===== config.mk =====
export PLATFORM = sky130hd
export DESIGN_NAME = stereo_peak_hold_meter_ballistics_top_flat
export DESIGN_NICKNAME = d
export VERILOG_FILES = /design/src/hdl/sphm_pkg.sv /design/src/hdl/sphm_if.sv /design/src/hdl/stereo_peak_hold_meter_ballistics_top.sv /design/src/flat_wrapper.sv
export VERILOG_INCLUDE_DIRS = /design/src /design/src/hdl
export SDC_FILE = /design/constraint.sdc
export NUM_CORES = 2
export LEC_CHECK = 0
export BUFFER_PORTS_ARGS = -buffer_cell sky130_fd_sc_hd__buf_2
export CORE_MARGIN = 8
export CORE_UTILIZATION = 45
export CTS_BUF_LIST = sky130_fd_sc_hd__clkbuf_8
export DETAILED_ROUTE_END_ITERATION = 10
export PLACE_DENSITY_LB_ADDON = 0.05
export SETUP_SLACK_MARGIN = 0.4
export SYNTH_ARGS = -nofsm -noshare
export SYNTH_HDL_FRONTEND = slang
export SYNTH_SLANG_ARGS = --single-unit

===== constraint.sdc =====
create_clock -name i_clk -period 8.9 [get_ports i_clk]
set_clock_uncertainty 0.2 [all_clocks]
set_input_delay 0.89 -clock i_clk [delete_from_list [all_inputs] [get_ports i_clk]]
set_output_delay 0.89 -clock i_clk [all_outputs]
set_load 0.02 [all_outputs]

===== src/hdl/stereo_peak_hold_meter_ballistics_top_assert.svh =====
// Assertion macros for the stereo peak-hold meter ballistics block.
`ifndef STEREO_PEAK_HOLD_METER_BALLISTICS_TOP_ASSERT_SVH
`define STEREO_PEAK_HOLD_METER_BALLISTICS_TOP_ASSERT_SVH

// Same-cycle implication, checked on rising clock edges outside reset.
`define SPHM_ASSERT_NOW(lbl, clk, rst_n, ante, cons, msg) \
    lbl: assert property (@(posedge clk) disable iff (!rst_n) (ante) |-> (cons)) \
        else $error(msg);

// Next-cycle implication, checked on rising clock edges outside reset.
`define SPHM_ASSERT_NEXT(lbl, clk, rst_n, ante, cons, msg) \
    lbl: assert property (@(posedge clk) disable iff (!rst_n) (ante) |=> (cons)) \
        else $error(msg);

`endif


===== src/hdl/sphm_pkg.sv =====
// Shared types, constants and per-channel update function for the meter.
package sphm_pkg;

    localparam int unsigned SAMPLE_W = 16;
    localparam int unsigned HOLD_W   = 8;
    localparam int unsigned CFG_DATA_W = 32;
    localparam int unsigned CFG_ADDR_W = 4;
    localparam int unsigned CFG_IDX_W  = 2;

    localparam logic [CFG_IDX_W-1:0] REG_LEVEL_DECAY = 2'd0;
    localparam logic [CFG_IDX_W-1:0] REG_PEAK_DECAY  = 2'd1;
    localparam logic [CFG_IDX_W-1:0] REG_HOLD_TICKS  = 2'd2;
    localparam logic [CFG_IDX_W-1:0] REG_ZERO_FLOOR  = 2'd3;

    localparam logic [SAMPLE_W-1:0] RST_LEVEL_DECAY = 16'd62259;
    localparam logic [SAMPLE_W-1:0] RST_PEAK_DECAY  = 16'd64880;
    localparam logic [HOLD_W-1:0]   RST_HOLD_TICKS  = 8'd30;
    localparam logic [SAMPLE_W-1:0] RST_ZERO_FLOOR  = 16'd66;

    typedef struct packed {
        logic [SAMPLE_W-1:0] level_decay;
        logic [SAMPLE_W-1:0] peak_decay;
        logic [HOLD_W-1:0]   hold_ticks;
        logic [SAMPLE_W-1:0] zero_floor;
    } t_cfg;

    typedef struct packed {
        logic [SAMPLE_W-1:0] level;
        logic [SAMPLE_W-1:0] peak;
        logic [HOLD_W-1:0]   hold;
    } t_chan;

    // Scale by a Q0.16 multiplier, truncate, and drop to zero under the floor.
    function automatic logic [SAMPLE_W-1:0] fade(
        input logic [SAMPLE_W-1:0] v,
        input logic [SAMPLE_W-1:0] mult,
        input logic [SAMPLE_W-1:0] floor_lvl
    );
        logic [2*SAMPLE_W-1:0] prod;
        logic [SAMPLE_W-1:0]   r;
        prod = (2*SAMPLE_W)'(v) * (2*SAMPLE_W)'(mult);
        r    = prod[2*SAMPLE_W-1:SAMPLE_W];
        if (r < floor_lvl) begin
            r = '0;
        end
        return r;
    endfunction

    // One meter tick for one channel.
    function automatic t_chan chan_tick(
        input t_chan               c,
        input logic [SAMPLE_W-1:0] s,
        input t_cfg                cfg
    );
        t_chan n;
        n = c;
        if (s > c.level) begin
            n.level = s;
        end else begin
            n.level = fade(c.level, cfg.level_decay, cfg.zero_floor);
        end
        if (s > c.peak) begin
            n.peak = s;
            n.hold = cfg.hold_ticks;
        end else if (c.hold != '0) begin
            n.hold = c.hold - HOLD_W'(1);
        end else begin
            n.peak = fade(c.peak, cfg.peak_decay, cfg.zero_floor);
        end
        return n;
    endfunction

endpackage


===== src/hdl/sphm_if.sv =====
// Valid/ready channel interfaces for meter samples and meter results.
interface sphm_in_if
    import sphm_pkg::*;
();
    logic                valid;
    logic                ready;
    logic [SAMPLE_W-1:0] left_sample;
    logic [SAMPLE_W-1:0] right_sample;

    modport source (output valid, output left_sample, output right_sample, input ready);
    modport sink   (input valid, input left_sample, input right_sample, output ready);
endinterface

interface sphm_out_if
    import sphm_pkg::*;
();
    logic                valid;
    logic                ready;
    logic [SAMPLE_W-1:0] left_shown;
    logic [SAMPLE_W-1:0] right_shown;
    logic [SAMPLE_W-1:0] left_peak_out;
    logic [SAMPLE_W-1:0] right_peak_out;
    logic                left_holding;
    logic                right_holding;

    modport source (
        output valid, output left_shown, output right_shown,
        output left_peak_out, output right_peak_out,
        output left_holding, output right_holding,
        input  ready
    );
    modport sink (
        input  valid, input left_shown, input right_shown,
        input  left_peak_out, input right_peak_out,
        input  left_holding, input right_holding,
        output ready
    );
endinterface


===== src/hdl/stereo_peak_hold_meter_ballistics_top.sv =====
// Stereo peak-hold meter ballistics: top level with config port and tick pipeline.
//
// Each transfer on i_in is one meter tick carrying the latest left and right
// levels (unsigned Q0.16). Per channel the block keeps a displayed level with
// instant attack and exponential release, and a peak that is captured on a
// rise, held for hold_ticks ticks, then released with its own rate; released
// values below zero_floor snap to zero. Every tick yields exactly one transfer
// on o_out with both levels, both peaks and the two hold flags. Throughput is
// one tick per clock while o_out accepts results; a tick passes through the
// input register, then the result register, before its result is valid. The
// rate is set by the combinational state update: per channel two 16x16
// multiplies, two floor compares and a hold counter between the input
// register and the result/state registers. Configuration uses an APB-style
// port, registers at byte address 4*i: 0 level_decay, 1 peak_decay,
// 2 hold_ticks, 3 zero_floor; write them only while no tick is in flight.
// Reset clears all meter state and restores the register defaults.
`include "stereo_peak_hold_meter_ballistics_top_assert.svh"

module stereo_peak_hold_meter_ballistics_top
    import sphm_pkg::*;
(
    input  logic                  i_clk,
    input  logic                  i_rst_n,
    sphm_in_if.sink               i_in,
    sphm_out_if.source            o_out,
    input  logic                  psel,
    input  logic                  penable,
    input  logic                  pwrite,
    input  logic [CFG_ADDR_W-1:0] paddr,
    input  logic [CFG_DATA_W-1:0] pwdata,
    output logic [CFG_DATA_W-1:0] prdata,
    output logic                  pready
);

    // Configuration registers
    t_cfg r_cfg;
    logic [CFG_IDX_W-1:0] cfg_idx;
    logic                 cfg_wr;

    // Input stage
    logic                r_in_valid;
    logic [SAMPLE_W-1:0] r_left_sample;
    logic [SAMPLE_W-1:0] r_right_sample;

    // Meter state and result stage
    t_chan r_chan_l, r_chan_r;
    t_chan n_chan_l, n_chan_r;
    logic  r_out_valid;
    t_chan r_res_l, r_res_r;

    logic advance;   // result register can take a new tick
    logic tick;      // input stage moves into the result register

    assign pready  = 1'b1;
    assign cfg_idx = paddr[CFG_ADDR_W-1:2];
    assign cfg_wr  = psel & penable & pwrite & pready;

    // Write one register per completed access phase.
    always_ff @(posedge i_clk) begin
        if (!i_rst_n) begin
            r_cfg.level_decay <= RST_LEVEL_DECAY;
            r_cfg.peak_decay  <= RST_PEAK_DECAY;
            r_cfg.hold_ticks  <= RST_HOLD_TICKS;
            r_cfg.zero_floor  <= RST_ZERO_FLOOR;
        end else if (cfg_wr) begin
            case (cfg_idx)
                REG_LEVEL_DECAY: r_cfg.level_decay <= pwdata[SAMPLE_W-1:0];
                REG_PEAK_DECAY:  r_cfg.peak_decay  <= pwdata[SAMPLE_W-1:0];
                REG_HOLD_TICKS:  r_cfg.hold_ticks  <= pwdata[HOLD_W-1:0];
                REG_ZERO_FLOOR:  r_cfg.zero_floor  <= pwdata[SAMPLE_W-1:0];
                default: ;
            endcase
        end
    end

    // Read back the addressed register, zero-extended.
    always_comb begin
        case (cfg_idx)
            REG_LEVEL_DECAY: prdata = CFG_DATA_W'(r_cfg.level_decay);
            REG_PEAK_DECAY:  prdata = CFG_DATA_W'(r_cfg.peak_decay);
            REG_HOLD_TICKS:  prdata = CFG_DATA_W'(r_cfg.hold_ticks);
            REG_ZERO_FLOOR:  prdata = CFG_DATA_W'(r_cfg.zero_floor);
            default:         prdata = '0;
        endcase
    end

    // Handshake: the result register is empty or is being taken, so the
    // input stage may advance and a new sample may land behind it.
    assign advance    = !r_out_valid || o_out.ready;
    assign tick       = r_in_valid && advance;
    assign i_in.ready = !r_in_valid || advance;

    // Capture the sample pair on each input transfer.
    always_ff @(posedge i_clk) begin
        if (!i_rst_n) begin
            r_in_valid <= 1'b0;
        end else if (i_in.ready) begin
            r_in_valid <= i_in.valid;
        end
    end

    always_ff @(posedge i_clk) begin
        if (i_in.valid && i_in.ready) begin
            r_left_sample  <= i_in.left_sample;
            r_right_sample <= i_in.right_sample;
        end
    end

    // Per-channel ballistics: attack, release, hold countdown, floor.
    always_comb begin
        n_chan_l = chan_tick(r_chan_l, r_left_sample, r_cfg);
        n_chan_r = chan_tick(r_chan_r, r_right_sample, r_cfg);
    end

    // Advance the meter state once per tick.
    always_ff @(posedge i_clk) begin
        if (!i_rst_n) begin
            r_chan_l <= '0;
            r_chan_r <= '0;
        end else if (tick) begin
            r_chan_l <= n_chan_l;
            r_chan_r <= n_chan_r;
        end
    end

    // Result register: hold until taken, load on each tick.
    always_ff @(posedge i_clk) begin
        if (!i_rst_n) begin
            r_out_valid <= 1'b0;
        end else if (advance) begin
            r_out_valid <= r_in_valid;
        end
    end

    always_ff @(posedge i_clk) begin
        if (tick) begin
            r_res_l <= n_chan_l;
            r_res_r <= n_chan_r;
        end
    end

    assign o_out.valid          = r_out_valid;
    assign o_out.left_shown     = r_res_l.level;
    assign o_out.right_shown    = r_res_r.level;
    assign o_out.left_peak_out  = r_res_l.peak;
    assign o_out.right_peak_out = r_res_r.peak;
    assign o_out.left_holding   = (r_res_l.hold != '0);
    assign o_out.right_holding  = (r_res_r.hold != '0);

    // A held peak was captured by a rise, so it cannot be zero.
    `SPHM_ASSERT_NOW(a_hold_l_nonzero, i_clk, i_rst_n, r_chan_l.hold != '0,
        r_chan_l.peak != '0, "left peak is zero while held")
    `SPHM_ASSERT_NOW(a_hold_r_nonzero, i_clk, i_rst_n, r_chan_r.hold != '0,
        r_chan_r.peak != '0, "right peak is zero while held")
    // A tick entering the result stage must show up as a valid result.
    `SPHM_ASSERT_NEXT(a_tick_to_out, i_clk, i_rst_n, tick,
        r_out_valid, "tick lost between input and result stage")
    // State moves only on a tick.
    `SPHM_ASSERT_NEXT(a_state_stable, i_clk, i_rst_n, !tick,
        $stable(r_chan_l) && $stable(r_chan_r), "meter state changed without a tick")

endmodule

===== src/flat_wrapper.sv =====
// flat-port wrapper written by rule: the top's interface ports become plain ports
module stereo_peak_hold_meter_ballistics_top_flat import sphm_pkg::*;
  (i_clk, i_rst_n, psel, penable, pwrite, paddr, pwdata, prdata, pready, i_in_valid, i_in_left_sample, i_in_right_sample, i_in_ready, o_out_valid, o_out_left_shown, o_out_right_shown, o_out_left_peak_out, o_out_right_peak_out, o_out_left_holding, o_out_right_holding, o_out_ready);
  sphm_in_if i_in_i ();
  sphm_out_if o_out_i ();
  input  logic i_clk;
  input  logic i_rst_n;
  input  logic psel;
  input  logic penable;
  input  logic pwrite;
  input  logic [CFG_ADDR_W-1:0] paddr;
  input  logic [CFG_DATA_W-1:0] pwdata;
  output logic [CFG_DATA_W-1:0] prdata;
  output logic pready;
  input wire logic [$bits(i_in_i.valid)-1:0] i_in_valid;
  input wire logic [$bits(i_in_i.left_sample)-1:0] i_in_left_sample;
  input wire logic [$bits(i_in_i.right_sample)-1:0] i_in_right_sample;
  output wire logic [$bits(i_in_i.ready)-1:0] i_in_ready;
  output wire logic [$bits(o_out_i.valid)-1:0] o_out_valid;
  output wire logic [$bits(o_out_i.left_shown)-1:0] o_out_left_shown;
  output wire logic [$bits(o_out_i.right_shown)-1:0] o_out_right_shown;
  output wire logic [$bits(o_out_i.left_peak_out)-1:0] o_out_left_peak_out;
  output wire logic [$bits(o_out_i.right_peak_out)-1:0] o_out_right_peak_out;
  output wire logic [$bits(o_out_i.left_holding)-1:0] o_out_left_holding;
  output wire logic [$bits(o_out_i.right_holding)-1:0] o_out_right_holding;
  input wire logic [$bits(o_out_i.ready)-1:0] o_out_ready;
  assign i_in_i.valid = i_in_valid;
  assign i_in_i.left_sample = i_in_left_sample;
  assign i_in_i.right_sample = i_in_right_sample;
  assign i_in_ready = i_in_i.ready;
  assign o_out_valid = o_out_i.valid;
  assign o_out_left_shown = o_out_i.left_shown;
  assign o_out_right_shown = o_out_i.right_shown;
  assign o_out_left_peak_out = o_out_i.left_peak_out;
  assign o_out_right_peak_out = o_out_i.right_peak_out;
  assign o_out_left_holding = o_out_i.left_holding;
  assign o_out_right_holding = o_out_i.right_holding;
  assign o_out_i.ready = o_out_ready;
  stereo_peak_hold_meter_ballistics_top u_core (.i_clk(i_clk), .i_rst_n(i_rst_n), .i_in(i_in_i), .o_out(o_out_i), .psel(psel), .penable(penable), .pwrite(pwrite), .paddr(paddr), .pwdata(pwdata), .prdata(prdata), .pready(pready));
endmodule

==> impl_metrics.ini <==
[status]
status = complete, no violations

[final_layout]
area_growth_syn_to_layout_pct = 10.28
drive_above_1_share = 0.1250
regArea_mm2 = 0.006222
nets = 6665
multi_input_area_mm2 = 0.03519
layout.cells.non_filler = 6706
fillers = 9837

[clock_tree]
cts_tree = built
clk_latency_ns = 0.68
clockBufferDepth = 3
cts_sinks = 250
clk_pin_slew_ns = 0.07
cts_buffers = 51
htree_levels = 2
cts_hold_buf = 0
cts_root_buf = clkbuf_8

[sta]
maxSlewHeadroom = 0.1816
setup_viol = 0
finalHoldViolCount = 0
period_share = 0.9247
worst_pin_slew_ns = 1.218
max_freq_mhz = 121.5
final_max_slew_viol_count = 0
grt_setup_unrepaired = no
fin_tns_setup_ns = 0
post-route-min-period_ns = 8.230

[placement]
place_congestion = 0.8986
io_buffers = 140
dp_hpwl_um = 116500
dp.cells = 6585

[worst_setup_path]
crit_path_start_kind = flip-flop
path_class = flip-flop to flip-flop
worstSetupStartpoint = u_core.r_cfg[28]
crit_required_ns = 9.24
reg2reg_slack_ns = 0.67
cpMaxStageDelayCell = fa_1
critPathMaxStageDelay_ns = 0.54
cp-end-kind = flip-flop
cp_max_fo = 8
critPathArrivalTime_ns = 8.57
worstReg2RegEnd = u_core.r_chan_r[16]
cp-endpoint = u_core.r_chan_r[16]
regToRegStartpoint = u_core.r_cfg[28]
r2r_cells = 32
cpMostUsedCell = fa_1

[global_route]
grt_usage = 0.2602
grt_pass1_wl_um = 224800
busiest_layer = met2
grt_pass1_vias = 37070
gr-usage-met3 = 0.05057
met2_usage = 0.4306
grt_max_degree = 82
grt_util_met1 = 0.3511
antenna_found_initial = 14
overflow = 0

[die]
die_area_mm2 = 0.1132
die_w_um = 336.4
io_pins = 176
core_area_mm2 = 0.1017
rows = 117
start_util = 0.4541
die_y_um = 336.4

[synthesis]
synthMuxAreaShare = 0.01048
yosysUniqueCellTypes = 81
netlist_instances = 5158
ys_seq_elements = 250
syn_avg_cell_area_um2 = 8.957
synth-compound-area-share = 0.08461
synth_edf_count = 112
async_flop_share = 0
synth-xor-area-share = 0.01403
synth_ff_type = dfxtp_1
synth_top_family_by_area = adder cells
synth_seq_area_share = 0.1326
synth_adder_area_share = 0.4781
ys_warn_count = 0
synthSimpleGateAreaFrac = 0.1635
netlist_area_mm2 = 0.04620

[detailed_routing]
totalWireLength_um = 147400
drc = 0
drtIter0Drc = 2355
wl_per_cell_um = 21.99
postRouteAntennaNets = 0
vias_per_cell = 5.286
drt_pass1_iterations = 5
num_vias = 35450

[power]
power.density_mw_per_mm2 = 213.9
peakVddDrop_v = 0.0001880
power_leakage_nw = 25.17

[worst_hold_path]
hold_path_depth = 1
holdCritPathClass = input port to flip-flop

[run]
maxCapViolations = 0
-- cell families after synthesis --
logic type / count (synthesis)
AOI/OAI and AO/OA: 573
xor gates and xnor gates: 74
adders and majority gates: 1302
buffers and inverters: 1346
DFF: 250
muxes: 37
other: 2
and+or+nand+nor: 1574
-- Yosys cell counts (9+ instances only) --
library cell / instances / area, um^2
inv_1: 1005 / 3772
a211oi_1: 25 / 187.7
buf_4: 81 / 608.1
dfxtp_1: 138 / 2763
nand2_1: 769 / 2887
ha_1: 530 / 6631
a21o_1: 65 / 488.0
o21ai_0: 65 / 325.3
or3_1: 12 / 75.07
clkbuf_1: 246 / 923.4
o211ai_1: 11 / 82.58
xor2_1: 26 / 227.7
nor3_1: 34 / 170.2
o22ai_1: 9 / 56.30
nor2_1: 132 / 495.5
mux2i_1: 18 / 180.2
and3_1: 22 / 137.6
o21a_1: 39 / 292.8
mux2_2: 11 / 123.9
and2_1: 465 / 2909
nor2b_1: 19 / 118.9
a22o_1: 32 / 280.3
nand4_1: 36 / 225.2
xnor2_1: 48 / 420.4
a21oi_1: 179 / 895.9
a22oi_1: 14 / 105.1
o2bb2ai_1: 14 / 122.6
nand2b_1: 11 / 68.82
nand3_1: 41 / 205.2
o21bai_1: 15 / 112.6
fa_1: 772 / 15450
a31oi_1: 13 / 81.33
edfxtp_1: 112 / 3363
-- worst min-delay path by stage --
| stage | startpoint | endpoint | slack [ns] |
|---|---|---|---|
| 2_1_floorplan | u_core.r_cfg[10] | u_core.r_cfg[10] | 0.24 |
| 3_3_place_gp | u_core.r_cfg[12] | u_core.r_cfg[12] | 0.24 |
| 3_5_place_dp | u_core.r_cfg[15] | u_core.r_cfg[15] | 0.25 |
| 4_1_cts | i_in_right_sample[8] | u_core.r_right_sample[8] | 0.13 |
| 5_1_grt | i_in_right_sample[8] | u_core.r_right_sample[8] | 0.16 |
| 6_report | i_in_right_sample[8] | u_core.r_right_sample[8] | 0.19 |
-- report_power, final --
| group | total, mW | switching [mW] | internal [mW] |
|---|---|---|---|
| logic | 8.13 | 4.76 | 3.36 |
| clock network | 1.28 | 0.589 | 0.688 |
| registers | 1.49 | 0.154 | 1.34 |
-- area by class of cell --
class / instances / area share
multi-input combinational: 3577 / 0.6906
inverter: 1005 / 0.07416
antenna: 10 / 0.0004912
timing repair buffer: 403 / 0.05857
clock buffer: 55 / 0.01486
sequential: 250 / 0.1221
clock inverter: 38 / 0.005550
tap: 1368 / 0.03360
-- layout by cell type (no fill, tap or decap), types with 12 or more instances in the layout --
cell type and instances:
and3_1 22, fa_1 768, buf_4 228, a21oi_1 160
buf_12 17, ha_1 523, a22o_1 29, xnor2_1 41
conb_1 17, nor3_1 32, inv_1 1015, dfxtp_4 14
nand3_1 41, xor2_1 26, nand4_1 36, buf_2 140
dfxtp_1 89, nor2_1 128, dfxtp_2 35, mux2i_1 18
a21o_1 65, o21ai_0 56, o2bb2ai_1 12, o21a_1 39
nor2b_1 19, a21oi_2 27, a211oi_1 18, nand2_1 769
and2_1 463, o21bai_1 14, clkbuf_8 55, edfxtp_1 112
-- stage by stage --
| step | power [mW] | utilization | worst slack (ns) | instance area (um^2) | hold WS, ns |
|---|---|---|---|---|---|
| global route | 12.07 | 0.5005 | 0.3373 | 50930 | 0.1559 |
| floorplan | 6.969 | - | 0.6544 | 46250 | 0.2363 |
| detailed placement | 9.267 | 0.4827 | 0.06486 | 49110 | 0.2467 |
| global placement | 9.234 | 0.4827 | 0.1171 | 49110 | 0.2414 |
| CTS | 10.64 | 0.4937 | 0.3667 | 50230 | 0.1314 |
| finish | 10.90 | 0.5008 | 0.6704 | 50950 | 0.1853 |
-- timing repair --
| action | 4_1_cts | 5_1_grt |
|---|---|---|
| gates cloned | 0 | 1 |
| endpoints found under the setup margin | 123 | 128 |
| setup buffers | 0 | 17 |
| pin swaps | 0 | 29 |
| gates resized for setup | 38 | 142 |
-- critical path, delay by kind of cell, from the launching register on --
family	cells	cell delay, ns
flops	1	0.37
buf+inv	7	0.72
simple gates	7	1.14
compound gates	10	2.05
fa+ha+maj	8	3.62
-- registers in the layout (all words and copies together) (netlist names) --
name,flops
u_core.r_left_sample,16
u_core.r_cfg,56
u_core.o_out.right_peak_out,16
u_core.o_out.valid,1
u_core.r_res_l,8
u_core.r_right_sample,16
u_core.o_out.right_shown,16
u_core.o_out.left_shown,16
u_core.r_in_valid,1
u_core.r_chan_l,40
u_core.o_out.left_peak_out,16
u_core.r_res_r,8
u_core.r_chan_r,40
-- routing by layer --
metal	up-vias	wire, um
met3	179	10010
met4	10	3825
met2	940	69310
met5	-	69
met1	18080	64230
li1	16240	-
Note: power is estimated with default switching activity, not from simulation.
